==> config.mk <==
export PLATFORM = sky130hd
export DESIGN_NAME = lt3d_idx
export DESIGN_NICKNAME = d
export VERILOG_FILES = /design/src/hdl/lut3d_tetrahedral_interp_macros.svh /design/src/hdl/lt3d_pkg.sv /design/src/hdl/lt3d_idx.sv
export SDC_FILE = /design/constraint.sdc
export NUM_CORES = 2
export LEC_CHECK = 0
export ABC_AREA = 1
export BUFFER_PORTS_ARGS = -buffer_cell sky130_fd_sc_hd__clkbuf_2
export CORE_UTILIZATION = 45
export DETAILED_ROUTE_END_ITERATION = 8
export SYNTH_ARGS = -nofsm -noshare
export SYNTH_HDL_FRONTEND = slang
export SYNTH_SLANG_ARGS = --single-unit
==> constraint.sdc <==
create_clock -name clk_i -period 10.5 [get_ports clk_i]
set_clock_uncertainty 0.05 [all_clocks]
set_input_delay 0 -clock clk_i [delete_from_list [all_inputs] [get_ports clk_i]]
set_output_delay 0 -clock clk_i [all_outputs]
set_load 0.03 [all_outputs]
==> src/hdl/lut3d_tetrahedral_interp_macros.svh <==
// ----------------------------------------------------------------------------
// lut3d_tetrahedral_interp_macros.svh
// assertion helpers shared by the colour lut rtl
// ----------------------------------------------------------------------------
`ifndef LUT3D_TETRAHEDRAL_INTERP_MACROS_SVH
`define LUT3D_TETRAHEDRAL_INTERP_MACROS_SVH

// same-cycle implication, disabled while in reset
`define LT3D_ASSERT_IMP(lbl, clk, rstn, ante, cons, msg) \
  lbl: assert property (@(posedge clk) disable iff (!rstn) (ante) |-> (cons)) else $error(msg);

// next-cycle implication, disabled while in reset
`define LT3D_ASSERT_NXT(lbl, clk, rstn, ante, cons, msg) \
  lbl: assert property (@(posedge clk) disable iff (!rstn) (ante) |=> (cons)) else $error(msg);

`endif

==> src/hdl/lt3d_pkg.sv <==
// ----------------------------------------------------------------------------
// lt3d_pkg
// types, constants and helpers for the tetrahedral colour lut
// ----------------------------------------------------------------------------
`default_nettype none

package lt3d_pkg;

  // grid points per axis the node store is sized for
  localparam int unsigned MaxDim = 33;

  localparam int unsigned NodeW = 16;
  localparam int unsigned PixW  = 18;
  localparam int unsigned DimW  = 6;
  localparam int unsigned DdW   = 12;
  localparam int unsigned WgtW  = 17;
  localparam int unsigned ProdW = WgtW + NodeW;
  localparam int unsigned AccW  = ProdW + 1;

  localparam logic [WgtW-1:0] OneQ16   = 17'h10000;
  localparam logic [AccW-1:0] RoundQ16 = 34'd32768;

  localparam logic ReqWrite = 1'b0;
  localparam logic ReqPixel = 1'b1;

  // one rgb node of the cube
  typedef struct packed {
    logic [NodeW-1:0] red;
    logic [NodeW-1:0] green;
    logic [NodeW-1:0] blue;
  } node_t;

  // accepted request item
  typedef struct packed {
    logic                    req_type;
    logic [15:0]             node_index;
    node_t                   node;
    logic signed [PixW-1:0]  pix_red;
    logic signed [PixW-1:0]  pix_green;
    logic signed [PixW-1:0]  pix_blue;
    logic signed [PixW-1:0]  pix_alpha;
  } req_t;

  // pixel control riding along the pipeline
  typedef struct packed {
    logic                   valid;
    logic signed [PixW-1:0] alpha;
  } pix_ctl_t;

  // node write towards the memories
  typedef struct packed {
    logic  en;
    node_t node;
  } wr_t;

  // signed q2.16 clamped to 0..1.0
  function automatic logic [WgtW-1:0] clamp_unit(logic signed [PixW-1:0] v);
    logic [WgtW-1:0] r;
    if (v[PixW-1]) begin
      r = '0;
    end else if (v[PixW-2:0] > OneQ16) begin
      r = OneQ16;
    end else begin
      r = v[PixW-2:0];
    end
    return r;
  endfunction

endpackage

`default_nettype wire

==> src/hdl/lt3d_idx.sv <==
// ----------------------------------------------------------------------------
// lt3d_idx
// lattice cell, tetrahedron corners and weights for one item per cycle while adv_i is high
// ----------------------------------------------------------------------------
`default_nettype none

module lt3d_idx #(
  parameter int unsigned DEPTH  = 35937,
  parameter int unsigned ADDR_W = 16
) (
  input  wire logic                          clk_i,
  input  wire logic                          rst_ni,
  input  wire logic                          adv_i,
  input  wire logic                          acc_i,
  input  wire lt3d_pkg::req_t                req_i,
  input  wire logic [lt3d_pkg::DimW-1:0]     dim_i,
  input  wire logic [lt3d_pkg::DdW-1:0]      dd_i,
  output      lt3d_pkg::wr_t                 wr_o,
  output      logic [ADDR_W-1:0]             wa_o,
  output      logic [3:0][ADDR_W-1:0]        corner_o,
  output      logic [3:0][lt3d_pkg::WgtW-1:0] wgt_o,
  output      lt3d_pkg::pix_ctl_t            ctl_o
);

  localparam int unsigned PW = 23;
  localparam int unsigned SW = 18;
  localparam int unsigned DW = lt3d_pkg::DimW;

  // stage 0: item register
  logic            v0_q;
  lt3d_pkg::req_t  r0_q;

  // stage 1: scaled channels
  logic                  pv1_q, wv1_q;
  logic [2:0][PW-1:0]    p1_q;
  logic [15:0]           wa1_q;
  lt3d_pkg::node_t       nd1_q;
  logic signed [17:0]    al1_q;

  // stage 2: corner coordinates and weights
  logic                          pv2_q, wv2_q;
  logic [3:0][2:0][DW-1:0]       cc2_q;
  logic [3:0][lt3d_pkg::WgtW-1:0] w2_q;
  logic [15:0]                   wa2_q;
  lt3d_pkg::node_t               nd2_q;
  logic signed [17:0]            al2_q;

  // stage 3: memory addresses
  logic                          pv3_q, wv3_q;
  logic [3:0][ADDR_W-1:0]        cn3_q;
  logic [3:0][lt3d_pkg::WgtW-1:0] w3_q;
  logic [ADDR_W-1:0]             wa3_q;
  lt3d_pkg::node_t               nd3_q;
  logic signed [17:0]            al3_q;

  logic [DW-1:0]              top;
  logic [2:0][PW-1:0]         p1_d;
  logic [2:0][DW-1:0]         lo, hi;
  logic [2:0][15:0]           fr;
  logic                       gr, gg, gb;
  logic [2:0]                 a_next, b_prev;
  logic [15:0]                x0, x1, x2;
  logic [17:0]                fsum;
  logic [3:0][2:0][DW-1:0]    cc2_d;
  logic [3:0][lt3d_pkg::WgtW-1:0] w2_d;
  logic [3:0][ADDR_W-1:0]     cn3_d;
  logic                       wr_ok;

  assign top = dim_i - DW'(1);

  // valid pipeline
  always_ff @(posedge clk_i or negedge rst_ni) begin
    if (!rst_ni) begin
      v0_q  <= 1'b0;
      pv1_q <= 1'b0;
      wv1_q <= 1'b0;
      pv2_q <= 1'b0;
      wv2_q <= 1'b0;
      pv3_q <= 1'b0;
      wv3_q <= 1'b0;
    end else if (adv_i) begin
      v0_q  <= acc_i;
      pv1_q <= v0_q && (r0_q.req_type == lt3d_pkg::ReqPixel);
      wv1_q <= v0_q && (r0_q.req_type == lt3d_pkg::ReqWrite);
      pv2_q <= pv1_q;
      wv2_q <= wv1_q && wr_ok;
      pv3_q <= pv2_q;
      wv3_q <= wv2_q;
    end
  end

  // clamp and scale by dim-1
  always_comb begin
    p1_d[0] = PW'(lt3d_pkg::clamp_unit(r0_q.pix_red)) * PW'(top);
    p1_d[1] = PW'(lt3d_pkg::clamp_unit(r0_q.pix_green)) * PW'(top);
    p1_d[2] = PW'(lt3d_pkg::clamp_unit(r0_q.pix_blue)) * PW'(top);
  end

  assign wr_ok = 32'(wa1_q) < 32'(DEPTH);

  // cell split, corner choice and sorted weights
  always_comb begin
    for (int ch = 0; ch < 3; ch++) begin
      lo[ch] = p1_q[ch][16+DW-1:16];
      fr[ch] = p1_q[ch][15:0];
      hi[ch] = (lo[ch] >= top) ? top : lo[ch] + DW'(1);
    end
    gr = fr[0] > fr[1];
    gg = fr[1] > fr[2];
    gb = fr[2] > fr[0];
    a_next[0] = !gb && gr;
    a_next[1] = !gr && gg;
    a_next[2] = !gg && gb;
    b_prev[0] = !gr && gb;
    b_prev[1] = !gg && gr;
    b_prev[2] = !gb && gg;
    for (int ch = 0; ch < 3; ch++) begin
      cc2_d[0][ch] = lo[ch];
      cc2_d[1][ch] = a_next[ch] ? hi[ch] : lo[ch];
      cc2_d[2][ch] = b_prev[ch] ? lo[ch] : hi[ch];
      cc2_d[3][ch] = hi[ch];
    end
    x0 = (fr[0] > fr[1]) ? fr[0] : fr[1];
    x0 = (x0 > fr[2]) ? x0 : fr[2];
    x2 = (fr[0] < fr[1]) ? fr[0] : fr[1];
    x2 = (x2 < fr[2]) ? x2 : fr[2];
    fsum = 18'(fr[0]) + 18'(fr[1]) + 18'(fr[2]);
    x1 = 16'(fsum - 18'(x0) - 18'(x2));
    w2_d[0] = lt3d_pkg::OneQ16 - lt3d_pkg::WgtW'(x0);
    w2_d[1] = lt3d_pkg::WgtW'(x0 - x1);
    w2_d[2] = lt3d_pkg::WgtW'(x1 - x2);
    w2_d[3] = lt3d_pkg::WgtW'(x2);
  end

  // node address r*dim*dim + g*dim + b
  always_comb begin
    for (int k = 0; k < 4; k++) begin
      cn3_d[k] = ADDR_W'(SW'(cc2_q[k][0]) * SW'(dd_i)
                       + SW'(cc2_q[k][1]) * SW'(dim_i)
                       + SW'(cc2_q[k][2]));
    end
  end

  // payload stages
  always_ff @(posedge clk_i) begin
    if (adv_i) begin
      r0_q  <= req_i;
      p1_q  <= p1_d;
      wa1_q <= r0_q.node_index;
      nd1_q <= r0_q.node;
      al1_q <= r0_q.pix_alpha;
      cc2_q <= cc2_d;
      w2_q  <= w2_d;
      wa2_q <= wa1_q;
      nd2_q <= nd1_q;
      al2_q <= al1_q;
      cn3_q <= cn3_d;
      w3_q  <= w2_q;
      wa3_q <= ADDR_W'(wa2_q);
      nd3_q <= nd2_q;
      al3_q <= al2_q;
    end
  end

  assign wr_o.en    = wv3_q;
  assign wr_o.node  = nd3_q;
  assign wa_o       = wa3_q;
  assign corner_o   = cn3_q;
  assign wgt_o      = w3_q;
  assign ctl_o.valid = pv3_q;
  assign ctl_o.alpha = al3_q;

endmodule

`default_nettype wire

# After elaboration in Yosys (flattened, before gate mapping)
# Cells that the tools add are included.
dict set report word_totals {
  regBits 726
  out_inout_bits 216
  input_bits 159
  word_cells 133
}
dict set report op_classes {
  bitwise 1
  add_sub_neg 19
  reduce_logical 12
  n_mul 11
  n_mux 19
  n_lt_le_gt_ge 13
}
# cell count
set ops {}
lappend ops {{2-to-1 mux 17 bit} 6}
lappend ops {{multiplier 17 x 6 -> 22 bit} 3}
lappend ops {{adder 16 x 12 -> 16 bit} 4}
lappend ops {{adder 16 x 6 -> 16 bit} 4}
lappend ops {{greater-than comparator 16 bit} 4}
lappend ops {{multiplier 6 x 12 -> 16 bit} 4}
lappend ops {{2-to-1 mux 16 bit} 4}
lappend ops {{2-to-1 mux 6 bit} 9}
lappend ops {{greater-than comparator 17 bit (second input constant)} 3}
lappend ops {{multiplier 6 x 6 -> 12 bit} 4}
lappend ops {{subtractor 16 x 16 -> 17 bit} 2}
lappend ops {{adder 16 bit} 2}
lappend ops {{less-than comparator 16 bit} 2}
lappend ops {{subtractor 16 bit} 2}
lappend ops {{adder 6 x 1 -> 6 bit (second input constant)} 3}
lappend ops {{>= comparator 6 bit} 3}
lappend ops {{subtractor 17 x 16 -> 17 bit (first input constant)} 1}
lappend ops {{less-than comparator 16 bit (second input constant)} 1}
lappend ops {{logical AND 1 bit} 9}
lappend ops {{subtractor 6 x 1 -> 6 bit (second input constant)} 1}
lappend ops {{logical NOT 1 bit} 3}
lappend ops {{inverter 1 bit} 1}

# Depth between registers and ports, before layout
dict set report logic_depth {
  ltp_word 7
  depth_mapped 56
  depth_no_buf 53
}

# Least setup slack after synthesis
# OpenSTA, ideal clock, no wires.
dict set report synth_path {
  path_type {register to register}
  start {register p1_q (netlist bit fr[27])}
  end {register w2_q[49] in the netlist's numbering (data pin)}
  path_stages_with_launch 45
  arrival_ps 7503
  n_path_buf 4
  setup_ps 252
  period_less_slack_ps 7805
  slack_ps 2695
  t_required_ps 10198
  path_cell_list {edfxtp_1 > inv_1 > ha_1 > nand4_1 > nor3_4 > nand2_2 > nand2_4 > buf_2 > buf_2 > buf_2 > nand2_1 > o21ai_0 > ha_1 > a21oi_1 > nor2_1 > a211oi_1 > o221a_2 > nand2_2 > [9 not listed] > inv_1 > ha_1 > a21o_1 > a21oi_1 > o21ai_0 > a21boi_0 > xor2_1 > inv_1 > ha_1 > a21oi_1 > a21boi_0 > o21ai_1 > a21oi_1 > nor2_1 > o21ai_1 > nand2_1 > nand2_1 > nand2_1}
}
# element line
set synth_lines {}
lappend synth_lines {{start, declared} lt3d_idx.sv:35} ;# logic [2:0][PW-1:0] p1_q;
lappend synth_lines {{start signal, assigned} lt3d_idx.sv:148} ;# p1_q <= p1_d;
lappend synth_lines {{end signal, assigned} lt3d_idx.sv:153} ;# w2_q <= w2_d;
lappend synth_lines {{end, declared} lt3d_idx.sv:43} ;# logic [3:0][lt3d_pkg::WgtW-1:0] w2_q;

==> qor.txt <==
Slew Viols, Final = 0
First-pass GRT wire length = 203 mm
GR Overflow Total = 0
Share of the synthesized area in the top cell type = 40.6%
Hold Worst Slack = 0.0456 ns
Gate Count Post-Synth = 5031
CP Max Fanout = 40
Final Setup Violations = 0
Worst Path Required = 10.88 ns
Met3 usage = 3.68%
Max cap viols = 0
Startpoint types = flop
Root Driver = clkbuf_16
Final hold viol count = 0
Post-CTS Resized = 0
Synth cell types = 63
Total CTS buffers = 81
Gpl congestion = 0.887
Fmax = 110 MHz
CP endpoint kind = flop
Global routing's busiest layer = met2
Most common cell after layout, fill and taps aside = inv_1
Dpl hpwl = 96.0 mm
Slowest stage delay, CP = 0.50 ns
Routing usage on met2 = 37.8%
Post-route DRC = 0
Antenna Nets Post-Route = 0
Synthesized flop and latch total = 726
Number of synthesized flops with an enable pin = 719
Drt wl/cell = 17.6 microns
Routed via count = 35883
Final setup TNS = 0 ns
Die H = 346 microns
Outcome = complete, no violations
Seq/Total Area, Yosys = 40.9%
Max transition margin = 31.1%
Clock buffer depth = 3
WP data arrival = 9.44 ns
Largest net degree at the start of global routing = 177
Layout cells sized above 1 = 10.4%
Mean Syn Cell Area = 10.6 sq um
Area grow syn2layout = 17.2%
Clk Latency, worst-skew pair = 0.73 ns
Core footprint = 117000 sq um
Main flop type after synthesis = edfxtp_1
RSZ-0062 raised after global routing = false
Vias in the first global route = 36819
Initial antenna violation count = 4
CP max stage cell = edfxtp_1
Hold crit path type = in2reg
Yosys top cell by area = edfxtp_1
Die Wd = 346 microns
Fin area = 62400 sq um
Die ar. = 120000 sq um
Area of the mapped netlist = 53200 sq um
H-tree levels = 3
Fin nets = 6845
Total Routed Length = 128 mm
Drt pass-1 iters = 6
Area contributors post-synth = edfxtp_1 (41%), fa_1 (20%), ha_1 (11%)
Share of the clock period used by the worst path = 86.3%
Slew @ Worst Pin = 1.03 ns
YS warnings = 0
Num rows = 125
Crit Path Category = reg2reg
Avg Vias per Cell = 4.94
Most frequent cells in the layout = inv_1 (1105), nand2_1 (1054), edfxtp_1 (719)
Port Buffer Count = 373
Mapped Nets = 6203
Placed Instance Area = 56800 sq um
Clock Sinks = 726
R2r setup slk = 1.44 ns
Initial Util = 45.6%
Total GRT Usage = 21.9%
Minimum clock period after layout = 9.06 ns
Ports = 375
Ys async rst share = 0.964%
Initial DRC count = 2144
Met1 global-route usage = 27.5%
CTS tree = yes
Clock slew at reported path FFs = 0.06 ns
## metal layers
layer / part of all wire, % / up-vias / wire length, microns
met5: 0 / - / 0
met1: 42 / 17582 / 53800
met2: 49 / 915 / 63000
met4: 3.6 / 0 / 4610
met3: 5.2 / 217 / 6680
li1: - / 17169 / -
## repair_timing
item / CTS / global route
hold endpoints to repair: 229 / 0
hold buffers: 277 / 0
setup endpoints to repair: 0 / 0
buffers inserted: 0 / 0
## metrics by stage
stage          instances  utilization (%)  worst slack (ns)
2_1_floorplan       5031                -              2.70
3_3_place_gp        6837             48.6              1.82
3_5_place_dp        6837             48.6              1.64
4_1_cts             7263             53.5              1.55
5_1_grt             7264             53.5             0.772
6_report            7265             53.5              1.44
## cell type report
| cell class | instances | area (sq um) |
|---|---|---|
| Tap cell | 1524 | 1910 |
| Sequential cell | 726 | 21800 |
| Fill cell | 10390 | 54300 |
| Inverter | 1121 | 4210 |
| Clock inverter | 58 | 808 |
| Antenna cell | 2 | 5.00 |
| Multi-Input combinational cell | 3065 | 26800 |
| Timing Repair Buffer | 678 | 4880 |
| Clock buffer | 91 | 2060 |
## state kept, by name (all words and copies together) (netlist names), 16 cells and up
signal	count
corner_o	64
al3_q	18
r0_q	137
wr_o	48
al2_q	18
nd1_q	48
wa_o	16
al1_q	18
wa2_q	16
wgt_o	67
w2_q	67
nd2_q	48
cc2_q	72
fr	48
wa1_q	16
cc2_d	18
## cell usage after synthesis, types with 10 or more instances
master,instances
nand2_2,12
nand2_1,1054
xor2_1,153
a21oi_1,191
nor3_1,34
nor2_1,173
o21a_1,10
nor4_1,15
inv_1,1105
fa_1,543
nand4_1,24
xnor2_1,48
o21ai_0,121
nand3_1,68
clkbuf_1,99
edfxtp_1,719
ha_1,470
o21ai_2,18
o21ai_1,20
a21o_1,13
## worst paths after layout
kind                       startpoint       end  cells after the start
max                            fr[30]  w2_q[49]                     39
min                         req_i[81]  r0_q[81]                      2
max reg2reg                    fr[30]  w2_q[49]                     39
min reg2reg                   r0_q[3]  al1_q[3]                      0
max in group asynchronous      rst_ni     wv3_q                      3
min in group asynchronous      rst_ni     pv1_q                      3
## kinds of logic (layout without fill, tap and decap cells)
logic type	count (synthesis)	after routing	share of synthesized area [%]
XOR/XNOR	201	201	3.31
adder cells (fa/ha/maj)	1013	1013	31.5
other	1	3	0.00704
AND/OR/NAND/NOR	1410	1410	10.7
AO/OA/AOI/OAI	438	438	4.71
flip-flops	726	726	40.9
buffers and inverters	1240	1948	8.85
multiplexers	2	2	0.0423
## worst max-delay path, delay by kind of cell (launching register included)
kind            cells  cell delay [ns]
fa+ha+maj           7             2.65
flops               1             0.50
compound gates     16             3.64
simple gates        9             1.03
buf+inv             6             0.68
xor+xnor            1             0.23
Power is left out: the tool's default activity adds up to more than one toggle a clock period on the data nets, which glitch-free logic cannot reach.
